## config.mk

```make
export PLATFORM = sky130hd
export DESIGN_NAME = utf8_stream_decoder
export DESIGN_NICKNAME = d
export VERILOG_FILES = /design/src/rtl/utf8d_pkg.sv /design/src/rtl/utf8d_step.sv /design/src/rtl/utf8d_out_stage.sv /design/src/rtl/utf8_stream_decoder.sv
export SDC_FILE = /design/constraint.sdc
export NUM_CORES = 1
export LEC_CHECK = 0
export ABC_AREA = 1
export BUFFER_PORTS_ARGS = -buffer_cell sky130_fd_sc_hd__buf_2
export CAP_MARGIN = 20
export CORE_UTILIZATION = 57
export DETAILED_ROUTE_END_ITERATION = 10
export PLACE_DENSITY = 0.84
export SYNTH_ARGS = -nofsm -noshare
export SYNTH_HDL_FRONTEND = slang
export SYNTH_HIERARCHICAL = 1
export SYNTH_SLANG_ARGS = --single-unit
```

## constraint.sdc

```tcl
create_clock -name clk -period 4.2 [get_ports clk]
set_input_delay 0.21 -clock clk [delete_from_list [all_inputs] [get_ports clk]]
set_output_delay 0.21 -clock clk [all_outputs]
set_load 0.02 [all_outputs]
```

## src/rtl/utf8d_pkg.sv

```systemverilog
// ----------------------------------------------------------------------------
// utf8d_pkg
// Shared types and constants for the UTF-8 stream decoder.
// ----------------------------------------------------------------------------
package utf8d_pkg;

    // Field widths
    localparam int unsigned BYTE_W  = 8;
    localparam int unsigned CP_W    = 31;
    localparam int unsigned LEN_W   = 3;
    localparam int unsigned TDATA_W = 40;   // code_point + seq_bytes, padded to bytes

    // Lead byte classification masks, longest sequence first
    localparam logic [BYTE_W-1:0] LEAD6_MASK = 8'hFC;
    localparam logic [BYTE_W-1:0] LEAD5_MASK = 8'hF8;
    localparam logic [BYTE_W-1:0] LEAD4_MASK = 8'hF0;
    localparam logic [BYTE_W-1:0] LEAD3_MASK = 8'hE0;
    localparam logic [BYTE_W-1:0] LEAD2_MASK = 8'hC0;

    // Payload masks of the lead byte
    localparam logic [BYTE_W-1:0] PAY6_MASK = 8'h01;
    localparam logic [BYTE_W-1:0] PAY5_MASK = 8'h03;
    localparam logic [BYTE_W-1:0] PAY4_MASK = 8'h07;
    localparam logic [BYTE_W-1:0] PAY3_MASK = 8'h0F;
    localparam logic [BYTE_W-1:0] PAY2_MASK = 8'h1F;
    localparam logic [BYTE_W-1:0] CONT_MASK = 8'h3F;

    // Sequence lengths
    localparam logic [LEN_W-1:0] LEN_1 = 3'd1;
    localparam logic [LEN_W-1:0] LEN_2 = 3'd2;
    localparam logic [LEN_W-1:0] LEN_3 = 3'd3;
    localparam logic [LEN_W-1:0] LEN_4 = 3'd4;
    localparam logic [LEN_W-1:0] LEN_5 = 3'd5;
    localparam logic [LEN_W-1:0] LEN_6 = 3'd6;

    // Decode mode register values
    localparam logic MODE_UTF8  = 1'b0;
    localparam logic MODE_ASCII = 1'b1;

    // Open sequence state
    typedef struct packed {
        logic [LEN_W-1:0] remaining;
        logic [CP_W-1:0]  accum;
        logic [LEN_W-1:0] seq_len;
    } seq_state_t;

    // One decoded character
    typedef struct packed {
        logic [CP_W-1:0]  code_point;
        logic [LEN_W-1:0] seq_bytes;
        logic             truncated;
        logic             last_char;
    } char_result_t;

endpackage

```

## src/rtl/utf8d_step.sv

```systemverilog
// ----------------------------------------------------------------------------
// utf8d_step
// Combinational decode of one byte against the open sequence state.
// ----------------------------------------------------------------------------
module utf8d_step
(
    input  utf8d_pkg::seq_state_t        state,
    input  logic [utf8d_pkg::BYTE_W-1:0] text_byte,
    input  logic                         end_of_text,
    input  logic                         decode_mode,
    output utf8d_pkg::seq_state_t        state_next,
    output logic                         emit,
    output utf8d_pkg::char_result_t      result
);

    logic [utf8d_pkg::LEN_W-1:0]  lead_len;
    logic [utf8d_pkg::BYTE_W-1:0] lead_payload;
    logic [utf8d_pkg::CP_W-1:0]   accum_shift;
    logic [utf8d_pkg::LEN_W-1:0]  remaining_dec;

    // Lead byte classification, priority on the longest form
    always_comb
    begin
        if ((text_byte & utf8d_pkg::LEAD6_MASK) == utf8d_pkg::LEAD6_MASK)
        begin
            lead_len     = utf8d_pkg::LEN_6;
            lead_payload = text_byte & utf8d_pkg::PAY6_MASK;
        end
        else if ((text_byte & utf8d_pkg::LEAD5_MASK) == utf8d_pkg::LEAD5_MASK)
        begin
            lead_len     = utf8d_pkg::LEN_5;
            lead_payload = text_byte & utf8d_pkg::PAY5_MASK;
        end
        else if ((text_byte & utf8d_pkg::LEAD4_MASK) == utf8d_pkg::LEAD4_MASK)
        begin
            lead_len     = utf8d_pkg::LEN_4;
            lead_payload = text_byte & utf8d_pkg::PAY4_MASK;
        end
        else if ((text_byte & utf8d_pkg::LEAD3_MASK) == utf8d_pkg::LEAD3_MASK)
        begin
            lead_len     = utf8d_pkg::LEN_3;
            lead_payload = text_byte & utf8d_pkg::PAY3_MASK;
        end
        else if ((text_byte & utf8d_pkg::LEAD2_MASK) == utf8d_pkg::LEAD2_MASK)
        begin
            lead_len     = utf8d_pkg::LEN_2;
            lead_payload = text_byte & utf8d_pkg::PAY2_MASK;
        end
        else
        begin
            lead_len     = utf8d_pkg::LEN_1;
            lead_payload = text_byte;
        end
    end

    // Continuation: append six bits, drop bits above the code point width
    assign accum_shift   = {state.accum[utf8d_pkg::CP_W-7:0],
                            text_byte[5:0] & utf8d_pkg::CONT_MASK[5:0]};
    assign remaining_dec = state.remaining - 3'd1;

    // Sequence update and result selection
    always_comb
    begin
        state_next = '0;
        emit       = 1'b0;
        result     = '0;
        result.last_char = end_of_text;

        if (decode_mode == utf8d_pkg::MODE_ASCII)
        begin
            // Open sequence is dropped, byte passes as one character
            emit              = 1'b1;
            result.code_point = {{(utf8d_pkg::CP_W-utf8d_pkg::BYTE_W){1'b0}}, text_byte};
            result.seq_bytes  = utf8d_pkg::LEN_1;
        end
        else if (state.remaining == '0)
        begin
            result.code_point = {{(utf8d_pkg::CP_W-utf8d_pkg::BYTE_W){1'b0}}, lead_payload};
            result.seq_bytes  = utf8d_pkg::LEN_1;
            if (lead_len == utf8d_pkg::LEN_1)
            begin
                emit = 1'b1;
            end
            else if (end_of_text)
            begin
                // Text ends on a lead byte
                emit             = 1'b1;
                result.truncated = 1'b1;
            end
            else
            begin
                state_next.accum     = result.code_point;
                state_next.seq_len   = lead_len;
                state_next.remaining = lead_len - 3'd1;
            end
        end
        else
        begin
            result.code_point = accum_shift;
            if (remaining_dec == '0)
            begin
                emit             = 1'b1;
                result.seq_bytes = state.seq_len;
            end
            else if (end_of_text)
            begin
                // Partial value, not shifted for the missing bytes
                emit             = 1'b1;
                result.seq_bytes = state.seq_len - remaining_dec;
                result.truncated = 1'b1;
            end
            else
            begin
                state_next.accum     = accum_shift;
                state_next.seq_len   = state.seq_len;
                state_next.remaining = remaining_dec;
            end
        end
    end

endmodule

```

## src/rtl/utf8d_out_stage.sv

```systemverilog
// ----------------------------------------------------------------------------
// utf8d_out_stage
// Result register for the output stream; refills while being drained.
// ----------------------------------------------------------------------------
module utf8d_out_stage
(
    input  logic                    clk,
    input  logic                    rst_n,
    input  logic                    load,
    input  utf8d_pkg::char_result_t load_data,
    output logic                    can_load,
    output logic                    out_valid,
    input  logic                    out_ready,
    output utf8d_pkg::char_result_t out_data
);

    logic                    valid_reg;
    logic                    valid_next;
    utf8d_pkg::char_result_t data_reg;

    // Free when empty or when the held result leaves this cycle
    assign can_load  = !valid_reg || out_ready;
    assign out_valid = valid_reg;
    assign out_data  = data_reg;

    always_comb
    begin
        valid_next = valid_reg;
        if (load)
        begin
            valid_next = 1'b1;
        end
        else if (out_ready)
        begin
            valid_next = 1'b0;
        end
    end

    // Control
    always_ff @(posedge clk or negedge rst_n)
    begin
        if (!rst_n)
        begin
            valid_reg <= 1'b0;
        end
        else
        begin
            valid_reg <= valid_next;
        end
    end

    // Payload
    always_ff @(posedge clk)
    begin
        if (load)
        begin
            data_reg <= load_data;
        end
    end

endmodule

```

## src/rtl/utf8_stream_decoder.sv

```systemverilog
// ----------------------------------------------------------------------------
// utf8_stream_decoder
// Byte-serial UTF-8 (six-byte form) or ASCII decoder, one code point per
// completed character.
// ----------------------------------------------------------------------------
//  Channel   Dir  Handshake              Contents
//  s_axis    in   s_axis_tvalid/tready   tdata text_byte, tlast end_of_text
//  m_axis    out  m_axis_tvalid/tready   tdata code_point, seq_bytes;
//                                        tuser truncated; tlast last_char
//  cfg       in   cfg_valid/cfg_ready    cfg_data decode_mode
//
//  One byte per cycle while s_axis_tready is high; a result appears in the
//  cycle after the byte that completes a character. Bytes inside a sequence
//  give no result. The single result register sets the rate: a byte is taken
//  whenever that register is empty or is being drained in the same cycle.
//  Reset clears the open sequence, the result valid flag and decode_mode.
//  cfg_ready is always high.
// ----------------------------------------------------------------------------
module utf8_stream_decoder
(
    input  logic        clk,
    input  logic        rst_n,

    input  logic        s_axis_tvalid,
    output logic        s_axis_tready,
    input  logic [7:0]  s_axis_tdata,   // [7:0] text_byte
    input  logic        s_axis_tlast,   // end_of_text

    output logic        m_axis_tvalid,
    input  logic        m_axis_tready,
    output logic [39:0] m_axis_tdata,   // [30:0] code_point, [33:31] seq_bytes, rest zero
    output logic        m_axis_tuser,   // [0] truncated
    output logic        m_axis_tlast,   // last_char

    input  logic        cfg_valid,
    output logic        cfg_ready,
    input  logic        cfg_data        // decode_mode
);

    utf8d_pkg::seq_state_t   seq_reg;
    utf8d_pkg::seq_state_t   seq_next;
    utf8d_pkg::seq_state_t   step_state;
    utf8d_pkg::char_result_t step_result;
    utf8d_pkg::char_result_t out_data;
    logic                    mode_reg;
    logic                    step_emit;
    logic                    can_load;
    logic                    accept;

    assign cfg_ready     = 1'b1;
    assign s_axis_tready = can_load;
    assign accept        = s_axis_tvalid && can_load;

    // Decode mode register
    always_ff @(posedge clk or negedge rst_n)
    begin
        if (!rst_n)
        begin
            mode_reg <= utf8d_pkg::MODE_UTF8;
        end
        else if (cfg_valid && cfg_ready)
        begin
            mode_reg <= cfg_data;
        end
    end

    utf8d_step u_step
    (
        .state       (seq_reg),
        .text_byte   (s_axis_tdata),
        .end_of_text (s_axis_tlast),
        .decode_mode (mode_reg),
        .state_next  (step_state),
        .emit        (step_emit),
        .result      (step_result)
    );

    // Sequence state advances only on an accepted byte
    assign seq_next = accept ? step_state : seq_reg;

    always_ff @(posedge clk or negedge rst_n)
    begin
        if (!rst_n)
        begin
            seq_reg <= '0;
        end
        else
        begin
            seq_reg <= seq_next;
        end
    end

    utf8d_out_stage u_out
    (
        .clk       (clk),
        .rst_n     (rst_n),
        .load      (accept && step_emit),
        .load_data (step_result),
        .can_load  (can_load),
        .out_valid (m_axis_tvalid),
        .out_ready (m_axis_tready),
        .out_data  (out_data)
    );

    // Output packing
    assign m_axis_tdata = {6'd0, out_data.seq_bytes, out_data.code_point};
    assign m_axis_tuser = out_data.truncated;
    assign m_axis_tlast = out_data.last_char;

endmodule

```

=== Yosys cells after proc, flatten, opt, wreduce, memory -nomap -nowiden ===
Index checks and enable logic that the tools add are counted.

* Register bits: 69
* Input port bits: 15
* Output and inout bits: 45
* Word-level logic and storage cells: 58

* Add/sub/neg operators: 3
* Equality and inequality tests: 6
* Muxes and demuxes: 29
* Reduce and logical (&&, ||, !) cells: 10

{| class="wikitable"
|+ Operators by type and width
! operator !! count
|-
| 37-bit two-way mux || 6
|-
| 8-bit two-way mux || 5
|-
| 3-bit two-way mux || 5
|-
| 12-bit two-way mux || 1
|-
| 11-bit two-way mux || 1
|-
| 1-bit two-way mux || 9
|-
| 6-bit == test, second input constant || 1
|-
| 3-bit logical NOT || 2
|-
| 3-bit by 1-bit subtractor with 3-bit output, second input constant || 2
|-
| 5-bit == test, second input constant || 1
|-
| 4-bit == test, second input constant || 1
|-
| 4-bit two-way mux || 1
|-
| 4-bit nonzero test || 1
|-
| 3-bit by 1-bit == test with 1-bit output, second input constant || 1
|-
| 3-bit == test, second input constant || 1
|-
| 3-bit subtractor || 1
|-
| 2-bit == test, second input constant || 1
|-
| 1-bit logical AND || 2
|-
| 2-bit two-way mux || 1
|-
| 2-bit AND reduction || 1
|-
| 2-bit nonzero test || 1
|-
| 2-bit OR reduction || 1
|-
| 1-bit logical NOT || 1
|-
| 1-bit logical OR || 1
|}

=== Logic depth before layout (Yosys ltp) ===
Gate-level depths: netlist of run 1.

* Depth after elaboration: 12
* Depth in mapped cells: 13
* Gate-level depth less buffers: 13

=== Cells and area by module ===
The synthesis of run 1 kept the hierarchy.

{| class="wikitable"
|+ By module, submodules not included
! module !! times used !! cells an instance !! area each (um2) !! sequential area each (um2)
|-
| utf8_stream_decoder || 1 || 176 || 1604.0 || 950.9
|-
| utf8d_step || 1 || 227 || 1212.4 || 0.0
|-
| utf8d_out_stage || 1 || 41 || 1126.1 || 1106.1
|}

=== Least setup slack after synthesis of run 1 ===
No wires, ideal clock.

* Kind: input-to-reg
* Start: in s_axis_tdata[2]
* End: reg u_out.data_reg (netlist bit u_out/out_data[0]) (enable)
* Setup time: 431 ps
* Arrival time: 2826 ps
* Required time: 3769 ps
* Setup slack: 944 ps
* Stages on the path: 10
* Path buffers: 0
* Path through: nand2_1 inv_1 o21ai_0 ha_1 inv_1 nor2_2 o21ai_2 nand2_2 inv_1 nor2_1

* Cells in the longest elaborated chain, start to end: 7

{| class="wikitable"
|+ Ends and longest elaborated chain
! item !! RTL line !! source
|-
| start: declaration || utf8_stream_decoder.sv:26 || <nowiki>input logic [7:0] s_axis_tdata,</nowiki>
|-
| 6-bit == test || utf8d_step.sv:24 || <nowiki>if ((text_byte & utf8d_pkg::LEAD6_MASK) == utf8d_pkg::LEAD6_MASK)</nowiki>
|-
| 3-bit two-way mux || utf8d_step.sv:24 ||
|-
| 3-bit by 1-bit == test with 1-bit output || utf8d_step.sv:80 || <nowiki>if (lead_len == utf8d_pkg::LEN_1)</nowiki>
|-
| 1-bit two-way mux || utf8d_step.sv:80 ||
|-
| 1-bit two-way mux || utf8d_step.sv:76 || <nowiki>else if (state.remaining == '0)</nowiki>
|-
| 1-bit two-way mux || utf8d_step.sv:69 || <nowiki>if (decode_mode == utf8d_pkg::MODE_ASCII)</nowiki>
|-
| via step_emit || utf8_stream_decoder.sv:46 || <nowiki>logic step_emit;</nowiki>
|-
| 1-bit logical AND || utf8_stream_decoder.sv:97 || <nowiki>.load (accept && step_emit),</nowiki>
|-
| end signal: assignment || utf8d_out_stage.sv:57 || <nowiki>data_reg <= load_data;</nowiki>
|-
| end: declaration || utf8d_out_stage.sv:19 || <nowiki>utf8d_pkg::char_result_t data_reg;</nowiki>
|}

The timed path passes the listed nets, and every way through them passes these cells.
A chain may end at the register's enable or synchronous reset.

=== Worst setup path after layout of run 1 ===
* Start: reg seq_reg[34] (netlist name)
* End: reg u_out.data_reg (netlist bit u_out/out_data[2]) (enable)

* Cells in the longest elaborated chain, start to end: 6
* Elaborated cells on any way between the ends: 7
* Those cells by class: add/sub: 1; mux: 3; reduce/logical: 3

{| class="wikitable"
|+ Ends and longest elaborated chain
! item !! RTL line !! source
|-
| start: declaration || utf8_stream_decoder.sv:40 || <nowiki>utf8d_pkg::seq_state_t seq_reg;</nowiki>
|-
| start signal: assignment || utf8_stream_decoder.sv:89 || <nowiki>seq_reg <= seq_next;</nowiki>
|-
| 3-bit by 1-bit subtractor with 3-bit output || utf8d_step.sv:59 || <nowiki>assign remaining_dec = state.remaining - 3'd1;</nowiki>
|-
| 3-bit logical NOT || utf8d_step.sv:100 || <nowiki>if (remaining_dec == '0)</nowiki>
|-
| 1-bit two-way mux || utf8d_step.sv:100 ||
|-
| 1-bit two-way mux (*) || utf8d_step.sv:76 ||
|-
| 1-bit two-way mux (*) || utf8d_step.sv:69 ||
|-
| via step_emit || utf8_stream_decoder.sv:46 ||
|-
| 1-bit logical AND (*) || utf8_stream_decoder.sv:97 ||
|}

The timed path passes the listed nets; every way through them passes the cells marked *.

==> flow_summary_export.csv, run 1 <==
group,metric,value,unit
timing,fmax,366.7,MHz
cts,h-tree-depth,3,
floorplanning,die_h,82.43,um
setup_path,r2r_end,"u_out/out_data[2]",
cts,clk_pin_slew,80,ps
synth,yosys_warnings,6,
floorplanning,core-area,0.006096,sq mm
timing,fin_setup_tns,0,ps
power,power_density,504.0,mW/mm^2
floorplanning,initial_core_util,0.6049,
timing,max_slew_margin,0.3255,
global_route,grt_pass1_wl,11.79,mm
setup_path,r2r_start,"seq_reg[34]",
drt,drcViolationCount,0,
layout,drive_gt1_frac,0.2249,
power,ir_drop,0.0002434,V
synth,syn_inst,414,
layout,antennaDiodeCount,0,
setup_path,cp_data_required_time,4170,ps
placement,io_buffers,52,
drt,firstDrtPassIters,4,
layout,final_common_cell,"nand2_1",
setup_path,crit_path_end_kind,"flop",
floorplanning,core.rowCount,28,
floorplanning,die_w,82.43,um
global_route,grt_usage,0.2352,
setup_path,path_max_fanout,37,
placement,dp_hpwl,4.791,mm
cts,root_buffer,"clkbuf_8",
cts,cts_sinks,69,
floorplanning,die_area,0.006795,sq mm
timing,min_period,2727,ps
hold_path,min_path_type,"primary input to flop",
timing,setup_violations,0,
layout,syn2layout_area_growth,8.856,%
setup_path,crit_path_start_kind,"flop",
timing,rsz0062_at_grt,"no",
drt,via_per_inst,5.270,
timing,hold_viol,0,
hold_path,worstHoldPathCells,1,
run_status,outcome,"complete, no violations",
placement,gp_congestion,0.9073,
cts,cts_tree,"done",
power,leakage,1.880,nW
layout,layout_common_cells,"nand2_1, inv_1, buf_2",
timing,slew_viol_final,0,
layout,fin_nets,475,
drt,postRouteWirelength,7.101,mm
global_route,antenna_found_initial,0,
global_route,first_global_vias,2643,
placement,post_dp_cell_area,0.003829,sq mm
setup_path,r2r_slack,1470,ps
drt,drtIter0Drc,218,
timing,worst_pin_slew,1009,ps
cts,post_cts_buffers,0,
layout,final_area,0.004014,sq mm
floorplanning,pin_count,60,
timing,finClkSkew,8.192,ps
synth,syn-cell-area,0.003687,sq mm
synth,synth.avg_cell_area,8.906,sq um
setup_path,cp.arrival,2690,ps
cts,post_cts_resized,0,
drt,num_vias,2809,
drt,post_drt_wl_per_cell,13.32,um
timing,period_share,0.6492,
hold_path,min-delay-start,"s_axis_tdata[0]",
global_route,grt_max_degree,42,
global_route,overflow,0,
setup_path,reg2reg_depth,10,
setup_path,critPathKind,"flop to flop",
run,cap_violations,0,
cts,clk_latency,350,ps
layout,largest_reg_flops,36,
cts,cts_buffers,9,
cts,clk_path_buf_depth,2,
hold_path,holdPathEnd,"u_out/out_data[5]",
drt,antenna_left,0,
layer usage:
metal	wire, um	track usage	vias to the layer above
li1	-	-	1369
met1	2938	0.2856	1337
met2	3700	0.3975	84
met3	278	0.04945	19
met4	184	0.1140	0
met5	0	0	-
how the worst max path moves through the flow:
stage,depth (start not counted),end,from,slack (ps)
4_1_cts,10,u_out/out_data[16],seq_reg[34],1440
2_1_floorplan,10,u_out/out_data[0],s_axis_tdata[2],940
6_report,10,u_out/out_data[2],seq_reg[34],1470
3_3_place_gp,11,u_out/out_data[14],s_axis_tdata[2],1540
5_1_grt,10,u_out/out_data[2],seq_reg[34],1250
3_5_place_dp,10,u_out/out_data[16],s_axis_tdata[4],1380
power by group:
part           leakage, nW  switching, mW  internal, mW  total [mW]
registers            0.803         0.0411         0.830       0.871
clock network       0.0755          0.272         0.218       0.490
logic                 1.00          0.482         0.180       0.662
total                 1.88          0.795          1.23        2.02
final cells by class:
cell class / instances / area, sq um
clock inverters: 6 / 47.55
fillers: 516 / 2082
inverters: 57 / 214.0
clock buffers: 10 / 127.6
well taps: 75 / 93.84
repair buffers: 54 / 277.8
multi-input cells: 262 / 1346
flip-flops and latches: 69 / 1907
critical path, stage by stage (launching register included):
cell and delay (ps):
dfrtp_1 410, inv_1 140, ha_1 170, inv_1 60, nor2_4 350, nor2_8 80, nand2_1 120, o21ai_2 70
nand2_2 70, inv_1 60, nor2_4 780
through the flow:
stage	power, mW	setup WS, ps	utilization	instances	hold WS, ps
global placement	1.520	1543	0.6281	516	312.1
CTS	2.032	1435	0.6585	533	44.63
detailed placement	1.543	1381	0.6281	516	323.1
global route	2.140	1247	0.6585	533	38.45
finish	2.023	1473	0.6585	533	50.83
floorplan	1.434	943.8	-	419	-85.59
repair_timing:
action,in CTS,in global routing
hold endpoints to repair,33,0
setup endpoints to repair,0,0
hold buffers,1,0
(Power assumes the default switching activity.)
==> run 2: changes to the inputs <==
==> constraint.sdc (replaced) <==
create_clock -name clk -period 2.8 [get_ports clk]
set_input_delay 0.14 -clock clk [delete_from_list [all_inputs] [get_ports clk]]
set_output_delay 0.14 -clock clk [all_outputs]
set_load 0.02 [all_outputs]
==> run 2 against run 1 <==
  * Combinational power grew 57%
  * Sequential share of layout area shrank 1.1 points
  * Largest power group unchanged
  * Clock power grew 62%
  * First-iteration DRC count shrank 7.3%
  * Critical path type unchanged
  * Largest cell class unchanged
  * Routed wire length grew 2.9%
  * Die area is the same
  * Sequential power grew 50%
  * Highest routed layer unchanged
  * Power grew 55%
==> flow_summary_export.csv, run 2 (synthesis gave the netlist of run 1 again) <==
group,metric,value,unit
cts,clk_pin_slew,80,ps
setup_path,reg2reg_depth,11,
timing,worst_pin_slew,750.7,ps
floorplanning,core.rowCount,28,
layout,fillers,506,
floorplanning,initial_core_util,0.6049,
setup_path,cp.arrival,2410,ps
timing,fin_setup_tns,0,ps
global_route,grt_pass1_wl,12.02,mm
layout,final_area,0.004108,sq mm
timing,max_slew_margin,0.4995,
setup_path,r2r_slack,430,ps
setup_path,crit_path_start_kind,"flop",
setup_path,crit_buf_inv,4,
drt,firstDrtPassIters,5,
setup_path,slowest_stage,"dfrtp_1",
floorplanning,pin_count,60,
setup_path,r2r_end,"u_out/out_data[5]",
timing,min_period,2366,ps
cts,clk_latency,340,ps
power,power_density,763.1,mW/mm^2
global_route,overflow,0,
layout,antennaDiodeCount,0,
setup_path,crit_end,"u_out/out_data[5]",
layout,syn2layout_area_growth,11.40,%
layout,final_cells,541,
hold_path,min_path_type,"primary input to flop",
layout,final_util,0.6739,
floorplanning,die_area,0.006795,sq mm
timing,fmax,422.7,MHz
setup_path,path_max_fanout,29,
power,totalPowerFinal,3.135,mW
drt,postRouteWirelength,7.306,mm
global_route,antenna_found_initial,0,
drt,post_drt_wl_per_cell,13.50,um
power,leakage,1.943,nW
cts,cts_buffers,9,
timing,finClkSkew,9.449,ps
timing,period_share,0.8448,
setup_path,cp_slowest_stage_delay,400,ps
layout,final_common_cell,"nand2_1",
layout,largest_reg_flops,36,
run,cap_violations,0,
setup_path,path_common_cell,"inv_1",
cts,h-tree-depth,3,
floorplanning,core-area,0.006096,sq mm
setup_path,critPathKind,"flop to flop",
cts,cts_tree,"done",
setup_path,crit_path_end_kind,"flop",
drt,num_vias,2843,
cts,clk_path_buf_depth,2,
global_route,grt_usage,0.2436,
timing,slew_viol_final,0,
floorplanning,die_h,82.43,um
setup_path,critPathTopFamily,"simple AND/OR/NAND/NOR gates",
drt,via_per_inst,5.255,
floorplanning,die_w,82.43,um
global_route,grt_max_degree,34,
placement,dp_hpwl,4.991,mm
placement,post_dp_cell_area,0.003879,sq mm
placement,gp_congestion,0.8986,
layout,fin_nets,483,
setup_path,r2r_start,"seq_reg[34]",
timing,rsz0062_at_grt,"no",
cts,cts_sinks,69,
placement,place_inst,521,
timing,hold_viol,0,
layout,drive_gt1_frac,0.2296,
setup_path,cp_data_required_time,2840,ps
setup_path,critPathLaunch,"seq_reg[34]",
drt,drtIter0Drc,202,
cts,root_buffer,"clkbuf_8",
layout,layout_common_cells,"nand2_1, inv_1, buf_2",
setup_path,crit_chain,"inv_1 -> ha_1 -> inv_1 -> nor2_4 -> nor2_8 -> nand2_1 -> o21ai_2 -> nand2_2 -> inv_1 -> nor2_4 -> buf_12",
global_route,first_global_vias,2716,
power,ir_drop,0.0004438,V
run_status,outcome,"complete, no violations",
drt,antenna_left,0,
setup_path,path_depth,11,
placement,io_buffers,52,
timing,setup_violations,0,
drt,drcViolationCount,0,
-- run 2: routing by layer --
layer  GRT usage  wire length [um]  vias to the layer above
met5           0                 0                        -
met3     0.04066               313                       19
li1            -                 -                     1385
met1      0.2807              2958                     1342
met4      0.1632               223                        0
met2      0.4157              3811                       97
-- run 2: cell type report --
| type | count | area, sq um | share of cell area |
|---|---|---|---|
| flip-flops and latches | 69 | 1907 | 0.4642 |
| multi-input cells | 262 | 1346 | 0.3277 |
| clock inverters | 7 | 65.06 | 0.01584 |
| repair buffers | 62 | 357.8 | 0.08712 |
| well taps | 75 | 93.84 | 0.02284 |
| clock buffers | 9 | 123.9 | 0.03016 |
| inverters | 57 | 214.0 | 0.05209 |
-- run 2: worst min path at each step --
stage	cells after the start	slack [ps]	end	startpoint
4_1_cts	1	60	u_out/out_data[0]	s_axis_tlast
6_report	1	60	u_out/out_data[0]	s_axis_tlast
3_5_place_dp	1	250	seq_reg[24]	rst_n
3_3_place_gp	1	240	seq_reg[24]	rst_n
5_1_grt	1	80	u_out/out_data[0]	s_axis_tlast
2_1_floorplan	0	-160	mode_reg	rst_n
-- run 2: stage by stage --
step | hold slack, ps | setup slack, ps
floorplan | -155.6 | 212.6
global placement | 236.6 | 551.0
detailed placement | 252.4 | 436.4
CTS | 55.14 | 444.2
global route | 78.35 | 311.7
finish | 64.03 | 434.5
-- run 2: what timing repair did --
| action | in CTS | in global routing |
|---|---|---|
| setup buffers | 0 | 0 |
| hold buffers | 4 | 0 |
| resized for setup | 0 | 0 |
| endpoints found under the hold margin | 35 | 0 |
-- run 2: power by group --
group	switching, mW	internal, mW	leakage [nW]
logic	0.731	0.305	1.04
clock network	0.385	0.407	0.0984
registers	0.0620	1.24	0.803
total	1.18	1.96	1.94
-- run 2: worst reg2reg max path: cells and delay by family (launching register included) --
family,cells,cell delay [ps]
buf+inv,4,490
fa+ha+maj,1,170
compound gates,1,80
simple gates,5,910
flops,1,400
